File: src/sv/pse_pkg.sv
`timescale 1ns / 1ps
// Shared constants and types of the postfix stack evaluator.
package pse_pkg;

    localparam int STACK_DEPTH_DEF = 16;

    localparam int DATA_W = 32;
    localparam int CMD_W  = 4;
    localparam int STAT_W = 3;

    // Token command codes
    localparam logic [CMD_W-1:0] CMD_PUSH = 4'd0;
    localparam logic [CMD_W-1:0] CMD_ADD  = 4'd1;
    localparam logic [CMD_W-1:0] CMD_SUB  = 4'd2;
    localparam logic [CMD_W-1:0] CMD_MUL  = 4'd3;
    localparam logic [CMD_W-1:0] CMD_DIV  = 4'd4;
    localparam logic [CMD_W-1:0] CMD_MOD  = 4'd5;
    localparam logic [CMD_W-1:0] CMD_XOR  = 4'd6;
    localparam logic [CMD_W-1:0] CMD_OR   = 4'd7;
    localparam logic [CMD_W-1:0] CMD_NOT  = 4'd8;
    localparam logic [CMD_W-1:0] CMD_AND  = 4'd9;
    localparam logic [CMD_W-1:0] CMD_SHL  = 4'd10;
    localparam logic [CMD_W-1:0] CMD_SHR  = 4'd11;

    // Result status codes
    localparam logic [STAT_W-1:0] STAT_OK       = 3'd0;
    localparam logic [STAT_W-1:0] STAT_MISSING  = 3'd1;
    localparam logic [STAT_W-1:0] STAT_DIVZERO  = 3'd2;
    localparam logic [STAT_W-1:0] STAT_OVERFLOW = 3'd3;
    localparam logic [STAT_W-1:0] STAT_EMPTY    = 3'd4;

    typedef struct packed {
        logic             start;
        logic [CMD_W-1:0] op;
    } alu_req_t;

    typedef struct packed {
        logic busy;
        logic done;
    } alu_rsp_t;

endpackage

File: src/sv/postfix_stack_evaluator_core.sv
`timescale 1ns / 1ps
// Postfix expression evaluator on a RAM operand stack with a shared ALU.
//
// Each slave word is one token: s_tuser carries the command, s_tdata the
// number for a push, s_tlast ends the expression. The block takes one token
// at a time and drops s_tready until the token is done: a push, a not or an
// unused code passes the execute and finish states, add/sub/mul/logic/shift
// tokens also read the left operand from RAM and run an ALU operation, and
// div/mod wait on the 32-step bit-serial divider of the ALU. The top of stack
// lives in a register, entries below it in a STACK_DEPTH-deep RAM, so no
// clearing pass is needed after reset. On the last token one master word is
// produced: m_tdata is the top of stack (zero on error) and m_tuser the
// status. The master word sits in its own register, so new tokens are taken
// while it waits; only a second last token stalls until the first is taken.
// After any error the rest of the expression is skipped until its last
// token, which reports the first error seen.
module postfix_stack_evaluator_core
    import pse_pkg::*;
#(
    parameter int STACK_DEPTH = STACK_DEPTH_DEF
) (
    input  logic              aclk,
    input  logic              aresetn,
    input  logic              s_tvalid,
    output logic              s_tready,
    input  logic [DATA_W-1:0] s_tdata,   // [31:0] operand_value
    input  logic [CMD_W-1:0]  s_tuser,   // [3:0] command
    input  logic              s_tlast,   // last_token
    output logic              m_tvalid,
    input  logic              m_tready,
    output logic [DATA_W-1:0] m_tdata,   // [31:0] result_value
    output logic [STAT_W-1:0] m_tuser    // [2:0] status
);

    localparam int IDX_W = $clog2(STACK_DEPTH);
    localparam int CNT_W = $clog2(STACK_DEPTH + 1);

    typedef enum logic [2:0] {
        S_IDLE,
        S_EXEC,
        S_READ,
        S_WAIT,
        S_FINISH
    } state_t;

    state_t            state_reg, state_next;
    logic [CNT_W-1:0]  count_reg, count_next;
    logic [STAT_W-1:0] err_reg, err_next;
    logic [DATA_W-1:0] tos_reg, tos_next;
    logic [CMD_W-1:0]  cmd_reg;
    logic [DATA_W-1:0] val_reg;
    logic              last_reg;
    logic              m_valid_reg, m_valid_next;
    logic [DATA_W-1:0] m_data_reg, m_data_next;
    logic [STAT_W-1:0] m_stat_reg, m_stat_next;

    // stack RAM port
    logic              wr_en, rd_en;
    logic [IDX_W-1:0]  wr_addr, rd_addr;
    logic [DATA_W-1:0] wr_data, rd_data;

    // shared ALU
    alu_req_t          alu_req;
    alu_rsp_t          alu_rsp;
    logic [DATA_W-1:0] alu_res;

    logic [CNT_W-1:0]  cnt_m1, cnt_m2;
    logic              accept;
    logic              is_binary;

    assign accept   = s_tvalid && s_tready;
    // nothing is taken while reset is held
    assign s_tready = aresetn && (state_reg == S_IDLE);
    assign cnt_m1   = count_reg - CNT_W'(1);
    assign cnt_m2   = count_reg - CNT_W'(2);

    always_comb begin
        case (cmd_reg)
            CMD_ADD, CMD_SUB, CMD_MUL, CMD_DIV, CMD_MOD, CMD_XOR,
            CMD_OR, CMD_AND, CMD_SHL, CMD_SHR: is_binary = 1'b1;
            default:                           is_binary = 1'b0;
        endcase
    end

    pse_ram #(
        .WIDTH (DATA_W),
        .DEPTH (STACK_DEPTH)
    ) u_stack (
        .aclk    (aclk),
        .wr_en   (wr_en),
        .wr_addr (wr_addr),
        .wr_data (wr_data),
        .rd_en   (rd_en),
        .rd_addr (rd_addr),
        .rd_data (rd_data)
    );

    // lhs comes straight from the RAM read register, rhs is the cached top
    pse_alu u_alu (
        .aclk    (aclk),
        .aresetn (aresetn),
        .req     (alu_req),
        .lhs     (rd_data),
        .rhs     (tos_reg),
        .rsp     (alu_rsp),
        .result  (alu_res)
    );

    always_comb begin
        state_next   = state_reg;
        count_next   = count_reg;
        err_next     = err_reg;
        tos_next     = tos_reg;
        m_valid_next = m_valid_reg;
        m_data_next  = m_data_reg;
        m_stat_next  = m_stat_reg;
        wr_en        = 1'b0;
        wr_addr      = count_reg[IDX_W-1:0];
        wr_data      = val_reg;
        rd_en        = 1'b0;
        rd_addr      = cnt_m2[IDX_W-1:0];
        alu_req      = '{start: 1'b0, op: cmd_reg};

        if (m_valid_reg && m_tready) begin
            m_valid_next = 1'b0;
        end

        case (state_reg)
            S_IDLE: begin
                if (accept) begin
                    state_next = S_EXEC;
                end
            end
            S_EXEC: begin
                state_next = S_FINISH;
                if (err_reg == STAT_OK) begin
                    if (cmd_reg == CMD_PUSH) begin
                        if (count_reg == CNT_W'(STACK_DEPTH)) begin
                            err_next = STAT_OVERFLOW;
                        end else begin
                            wr_en      = 1'b1;
                            tos_next   = val_reg;
                            count_next = count_reg + CNT_W'(1);
                        end
                    end else if (cmd_reg == CMD_NOT) begin
                        if (count_reg == '0) begin
                            err_next = STAT_MISSING;
                        end else begin
                            wr_en    = 1'b1;
                            wr_addr  = cnt_m1[IDX_W-1:0];
                            wr_data  = ~tos_reg;
                            tos_next = ~tos_reg;
                        end
                    end else if (is_binary) begin
                        if (count_reg < CNT_W'(2)) begin
                            err_next = STAT_MISSING;
                        end else begin
                            rd_en      = 1'b1;
                            state_next = S_READ;
                        end
                    end
                end
            end
            S_READ: begin
                // left operand now in rd_data
                if (((cmd_reg == CMD_DIV) || (cmd_reg == CMD_MOD)) && (tos_reg == '0)) begin
                    err_next   = STAT_DIVZERO;
                    state_next = S_FINISH;
                end else begin
                    alu_req.start = 1'b1;
                    state_next    = S_WAIT;
                end
            end
            S_WAIT: begin
                if (alu_rsp.done) begin
                    wr_en      = 1'b1;
                    wr_addr    = cnt_m2[IDX_W-1:0];
                    wr_data    = alu_res;
                    tos_next   = alu_res;
                    count_next = cnt_m1;
                    state_next = S_FINISH;
                end
            end
            S_FINISH: begin
                if (!last_reg) begin
                    state_next = S_IDLE;
                end else if (!m_valid_reg || m_tready) begin
                    m_valid_next = 1'b1;
                    if (err_reg != STAT_OK) begin
                        m_stat_next = err_reg;
                        m_data_next = '0;
                    end else if (count_reg == '0) begin
                        m_stat_next = STAT_EMPTY;
                        m_data_next = '0;
                    end else begin
                        m_stat_next = STAT_OK;
                        m_data_next = tos_reg;
                    end
                    count_next = '0;
                    err_next   = STAT_OK;
                    state_next = S_IDLE;
                end
            end
            default: begin
                state_next = S_IDLE;
            end
        endcase
    end

    always_ff @(posedge aclk) begin
        if (!aresetn) begin
            state_reg   <= S_IDLE;
            count_reg   <= '0;
            err_reg     <= STAT_OK;
            m_valid_reg <= 1'b0;
        end else begin
            state_reg   <= state_next;
            count_reg   <= count_next;
            err_reg     <= err_next;
            m_valid_reg <= m_valid_next;
        end
    end

    // payload registers
    always_ff @(posedge aclk) begin
        tos_reg    <= tos_next;
        m_data_reg <= m_data_next;
        m_stat_reg <= m_stat_next;
        if (accept) begin
            cmd_reg  <= s_tuser;
            val_reg  <= s_tdata;
            last_reg <= s_tlast;
        end
    end

    assign m_tvalid = m_valid_reg;
    assign m_tdata  = m_data_reg;
    assign m_tuser  = m_stat_reg;

endmodule

File: src/sv/pse_ram.sv
`timescale 1ns / 1ps
// Generic single-write, single-read RAM with registered read data.
module pse_ram #(
    parameter int WIDTH = 32,
    parameter int DEPTH = 16
) (
    input  logic                     aclk,
    input  logic                     wr_en,
    input  logic [$clog2(DEPTH)-1:0] wr_addr,
    input  logic [WIDTH-1:0]         wr_data,
    input  logic                     rd_en,
    input  logic [$clog2(DEPTH)-1:0] rd_addr,
    output logic [WIDTH-1:0]         rd_data
);

    logic [WIDTH-1:0] mem [DEPTH];

    always_ff @(posedge aclk) begin
        if (wr_en) begin
            mem[wr_addr] <= wr_data;
        end
        if (rd_en) begin
            rd_data <= mem[rd_addr];
        end
    end

endmodule

File: src/sv/pse_alu.sv
`timescale 1ns / 1ps
// Shared arithmetic unit: registered simple ops plus a bit-serial restoring divider.
module pse_alu
    import pse_pkg::*;
(
    input  logic              aclk,
    input  logic              aresetn,
    input  alu_req_t          req,
    input  logic [DATA_W-1:0] lhs,
    input  logic [DATA_W-1:0] rhs,
    output alu_rsp_t          rsp,
    output logic [DATA_W-1:0] result
);

    logic                busy_reg;
    logic                done_reg;
    logic                mod_sel_reg;
    logic [4:0]          cnt_reg;
    logic [DATA_W-1:0]   quo_reg, quo_next;
    logic [DATA_W-1:0]   rem_reg, rem_next;
    logic [DATA_W-1:0]   dvsr_reg;
    logic [DATA_W-1:0]   res_reg;
    logic [DATA_W:0]     trial;
    logic [DATA_W-1:0]   simple_res;
    logic                is_div;

    assign is_div = (req.op == CMD_DIV) || (req.op == CMD_MOD);

    // one quotient bit per cycle
    always_comb begin
        trial = {rem_reg, quo_reg[DATA_W-1]} - {1'b0, dvsr_reg};
        if (!trial[DATA_W]) begin
            rem_next = trial[DATA_W-1:0];
            quo_next = {quo_reg[DATA_W-2:0], 1'b1};
        end else begin
            rem_next = {rem_reg[DATA_W-2:0], quo_reg[DATA_W-1]};
            quo_next = {quo_reg[DATA_W-2:0], 1'b0};
        end
    end

    // mul keeps only the low word, so a 32x32 multiplier is enough
    always_comb begin
        case (req.op)
            CMD_ADD: simple_res = lhs + rhs;
            CMD_SUB: simple_res = lhs - rhs;
            CMD_MUL: simple_res = lhs * rhs;
            CMD_XOR: simple_res = lhs ^ rhs;
            CMD_OR:  simple_res = lhs | rhs;
            CMD_AND: simple_res = lhs & rhs;
            CMD_SHL: simple_res = (rhs >= 32'd32) ? '0 : (lhs << rhs[4:0]);
            CMD_SHR: simple_res = (rhs >= 32'd32) ? '0 : (lhs >> rhs[4:0]);
            default: simple_res = '0;
        endcase
    end

    always_ff @(posedge aclk) begin
        if (!aresetn) begin
            busy_reg <= 1'b0;
            done_reg <= 1'b0;
        end else begin
            done_reg <= 1'b0;
            if (req.start) begin
                if (is_div) begin
                    busy_reg    <= 1'b1;
                    cnt_reg     <= 5'd31;
                    quo_reg     <= lhs;
                    rem_reg     <= '0;
                    dvsr_reg    <= rhs;
                    mod_sel_reg <= (req.op == CMD_MOD);
                end else begin
                    res_reg  <= simple_res;
                    done_reg <= 1'b1;
                end
            end else if (busy_reg) begin
                quo_reg <= quo_next;
                rem_reg <= rem_next;
                cnt_reg <= cnt_reg - 5'd1;
                if (cnt_reg == 5'd0) begin
                    busy_reg <= 1'b0;
                    done_reg <= 1'b1;
                    res_reg  <= mod_sel_reg ? rem_next : quo_next;
                end
            end
        end
    end

    assign rsp.busy = busy_reg;
    assign rsp.done = done_reg;
    assign result   = res_reg;

endmodule

File: config.mk
export PLATFORM = sky130hd
export DESIGN_NAME = postfix_stack_evaluator_core
export DESIGN_NICKNAME = d
export VERILOG_FILES = /design/src/sv/pse_pkg.sv /design/src/sv/postfix_stack_evaluator_core.sv /design/src/sv/pse_ram.sv /design/src/sv/pse_alu.sv
export SDC_FILE = /design/constraint.sdc
export NUM_CORES = 2
export LEC_CHECK = 0
export BUFFER_PORTS_ARGS = -buffer_cell sky130_fd_sc_hd__buf_4
export CAP_MARGIN = 15
export CORE_AREA = 2 2 308 310
export DETAILED_ROUTE_END_ITERATION = 12
export DIE_AREA = 0 0 310 312
export PLACE_DENSITY = 0.76
export SYNTH_ARGS = -nofsm -noshare
export SYNTH_HDL_FRONTEND = slang
export SYNTH_SLANG_ARGS = --single-unit
File: constraint.sdc
create_clock -name aclk -period 9.6 [get_ports aclk]
set_input_delay 0.96 -clock aclk [delete_from_list [all_inputs] [get_ports aclk]]
set_output_delay 0.96 -clock aclk [all_outputs]
set_load 0.005 [all_outputs]
==> flow_summary.json <==
{
  "period_share": 0.910,
  "critPathCaptureType": "flip-flop",
  "grt_overflow": 0,
  "synth-main-ff-cell": "edfxtp_1",
  "path_buf_inv": 5,
  "cts_made_buffers": 79,
  "max_stage_delay_ps": 1100,
  "power_uw": 8480,
  "ys_seq_area_frac": 0.426,
  "yosys_warnings": 0,
  "grt_util_all_layers": 0.439,
  "peakVddDrop_mv": 0.194,
  "synth_nets": 5419,
  "fp.dieW_um": 310,
  "rows": 112,
  "final_common_cell": "edfxtp_1",
  "layout.cells.non_filler": 6068,
  "clock_path_buffers": 3,
  "fin_ws_ps": 869,
  "final_cell_mix": "782 x edfxtp_1, 606 x nor2_1, 480 x inv_1",
  "tightestPinTransition_ps": 1450,
  "crit_family": "adder cells",
  "p_leak_uw": 0.0237,
  "dp.cells": 5916,
  "max_freq_ghz": 0.115,
  "max_slew_margin": 0.0305,
  "ant_nets": 0,
  "avgSynthCellArea_um2": 11.8,
  "clock-skew-final_ps": 33.9,
  "clkSinkCount": 796,
  "cts_setup_buffers": 0,
  "maxCapViolCount": 0,
  "grt_pass1_vias": 41984,
  "layout.nets": 5453,
  "rsz0062_at_grt": "false",
  "dp_hpwl_um": 143000,
  "wl_per_cell_um": 34.4,
  "crit_slowest_cell": "edfxtp_1",
  "cts_htree_levels": 3,
  "vias": 41467,
  "crit_chain": "nand2_1 > fa_1 > inv_1 > fa_1 > fa_1 > inv_1 > fa_1 > inv_1 > fa_1 > inv_1 > fa_1 > inv_1 > fa_1 > fa_1 > ha_1 > a2111o_1 > o21ai_0 > o21ai_0 > or2_2 > a211oi_1 > mux2i_1 > and4_1 > o221ai_1",
  "clk_pin_slew_worst_paths_ps": 60,
  "hold_viol_final": 0,
  "setup_violations": 0,
  "crit_path_max_fanout": 13,
  "largest_reg_flops": 512,
  "antenna_found_initial": 19,
  "synth_edf_count": 782,
  "drt_wl_total_um": 209000,
  "cp.arrival_ps": 9080,
  "fillers": 6866,
  "hold_ws_ps": 460,
  "grt_first_pass_wirelength_um": 298000,
  "cts_hold_buf": 0,
  "core_area_um2": 93000,
  "finalMaxSlewViolations": 0,
  "insertion_delay_ps": 680,
  "io_buffers": 77,
  "drive_above_1_share": 0.139,
  "dpl_worst_slack_ps": 1140,
  "vias_per_cell": 6.83,
  "grt_max_degree": 103,
  "drc_errors": 0,
  "cts_tree": "done",
  "area_growth_pct": 9.17,
  "critPathRequiredTime_ps": 9950,
  "ys_types": 92,
  "drtPass1Iterations": 9,
  "path_class": "flip-flop to flip-flop",
  "regMostFlops": "u_stack.mem",
  "die_h_um": 312,
  "synthArstFlopShare": 0,
  "drt_iter0_drc": 5750,
  "die_area_um2": 96700,
  "status": "complete, no violations",
  "postCtsResizedCells": 0,
  "syn_area_um2": 55700,
  "cts_root_buf": "clkbuf_16",
  "initial_core_util": 0.599,
  "synthCells": 4709,
  "hp-class": "input port to flip-flop",
  "gp_congestion": 1.10,
  "startpoint_type": "flip-flop",
  "power_density_nw_per_um2": 139,
  "crit_top_cell": "fa_1",
  "fin_tns_setup_ps": 0,
  "finalWorstPathRequiredPeriod_ps": 8730,
  "ys_ff_latch": 796,
  "pin_count": 78
}
## Yosys cell counts (all sizes together) (14+ instances only)
| master | n | area (um2) |
|---|---|---|
| o22ai | 14 | 87.6 |
| fa | 410 | 8210 |
| nor3 | 40 | 200 |
| a21o | 27 | 203 |
| clkinv | 17 | 63.8 |
| nor2 | 629 | 2360 |
| nor2b | 15 | 93.8 |
| nand2b | 27 | 169 |
| nand2 | 364 | 1370 |
| xor2 | 44 | 393 |
| and2 | 15 | 93.8 |
| nand4 | 14 | 87.6 |
| nand3 | 31 | 155 |
| or3 | 15 | 93.8 |
| a221o | 43 | 430 |
| and3 | 53 | 332 |
| a31oi | 20 | 125 |
| o21a | 28 | 210 |
| ha | 259 | 3240 |
| a211oi | 43 | 328 |
| clkbuf | 204 | 767 |
| buf | 86 | 422 |
| o21bai | 17 | 128 |
| o211ai | 26 | 200 |
| o21ai | 178 | 898 |
| edfxtp | 782 | 23500 |
| o221ai | 14 | 123 |
| a221oi | 38 | 333 |
| xnor2 | 113 | 1010 |
| inv | 484 | 1820 |
| o31ai | 18 | 135 |
| a21oi | 182 | 911 |
| mux2 | 18 | 203 |
| mux4 | 218 | 4910 |
| dfxtp | 14 | 280 |
| a22oi | 22 | 165 |
| mux2i | 56 | 561 |
## worst paths after layout
kind                            cells after the start               end  slack (ps)            from
worst max-delay path                               23  u_alu.result[29]         870      tos_reg[8]
worst min-delay path                                1        val_reg[0]         460      s_tdata[0]
worst max register to register                     23  u_alu.result[29]         870      tos_reg[8]
worst min register to register                      2    u_alu.busy_reg         540  u_alu.busy_reg
## report_power, final
part | switching [uW] | leakage [uW] | internal (uW) | total [uW]
sequential | 21.3 | 0.00722 | 3820 | 3840
combinational | 911 | 0.0152 | 532 | 1440
clock | 1420 | 0.00126 | 1780 | 3200
## cell type report
cell class / count / area, um2 / area share
Multi-Input combinational cell: 3122 / 29100 / 0.479
Inverter: 501 / 1880 / 0.0309
Tap cell: 1254 / 1570 / 0.0258
Timing Repair Buffer: 243 / 1850 / 0.0304
Clock inverter: 54 / 587 / 0.00964
Sequential cell: 796 / 23800 / 0.391
Antenna cell: 6 / 15.0 / 0.000247
Clock buffer: 92 / 2030 / 0.0333
## metrics by stage
step                      area, um2  utilization
after floorplan               55700            -
after global placement        58200        0.625
after detailed placement      58200        0.626
after CTS                     60800        0.654
after global routing          60800        0.654
final                         60800        0.654
## cells by family after synthesis
logic type,after synthesis,synth area share
fa+ha+maj,669,0.205
mux,292,0.102
xor+xnor,158,0.0255
buf+inv,791,0.0551
simple gates,1255,0.0960
compound gates,748,0.0898
flops,796,0.426
## layer usage
| layer | wire, um | vias up | GRT usage |
|---|---|---|---|
| met4 | 20000 | 20 | 0.324 |
| met5 | 135 | - | 0.00198 |
| met2 | 92500 | 3152 | 0.657 |
| met3 | 27800 | 931 | 0.150 |
| met1 | 68100 | 20625 | 0.529 |
| li1 | - | 16739 | - |
No activity file was read; power rests on OpenSTA's default activity.
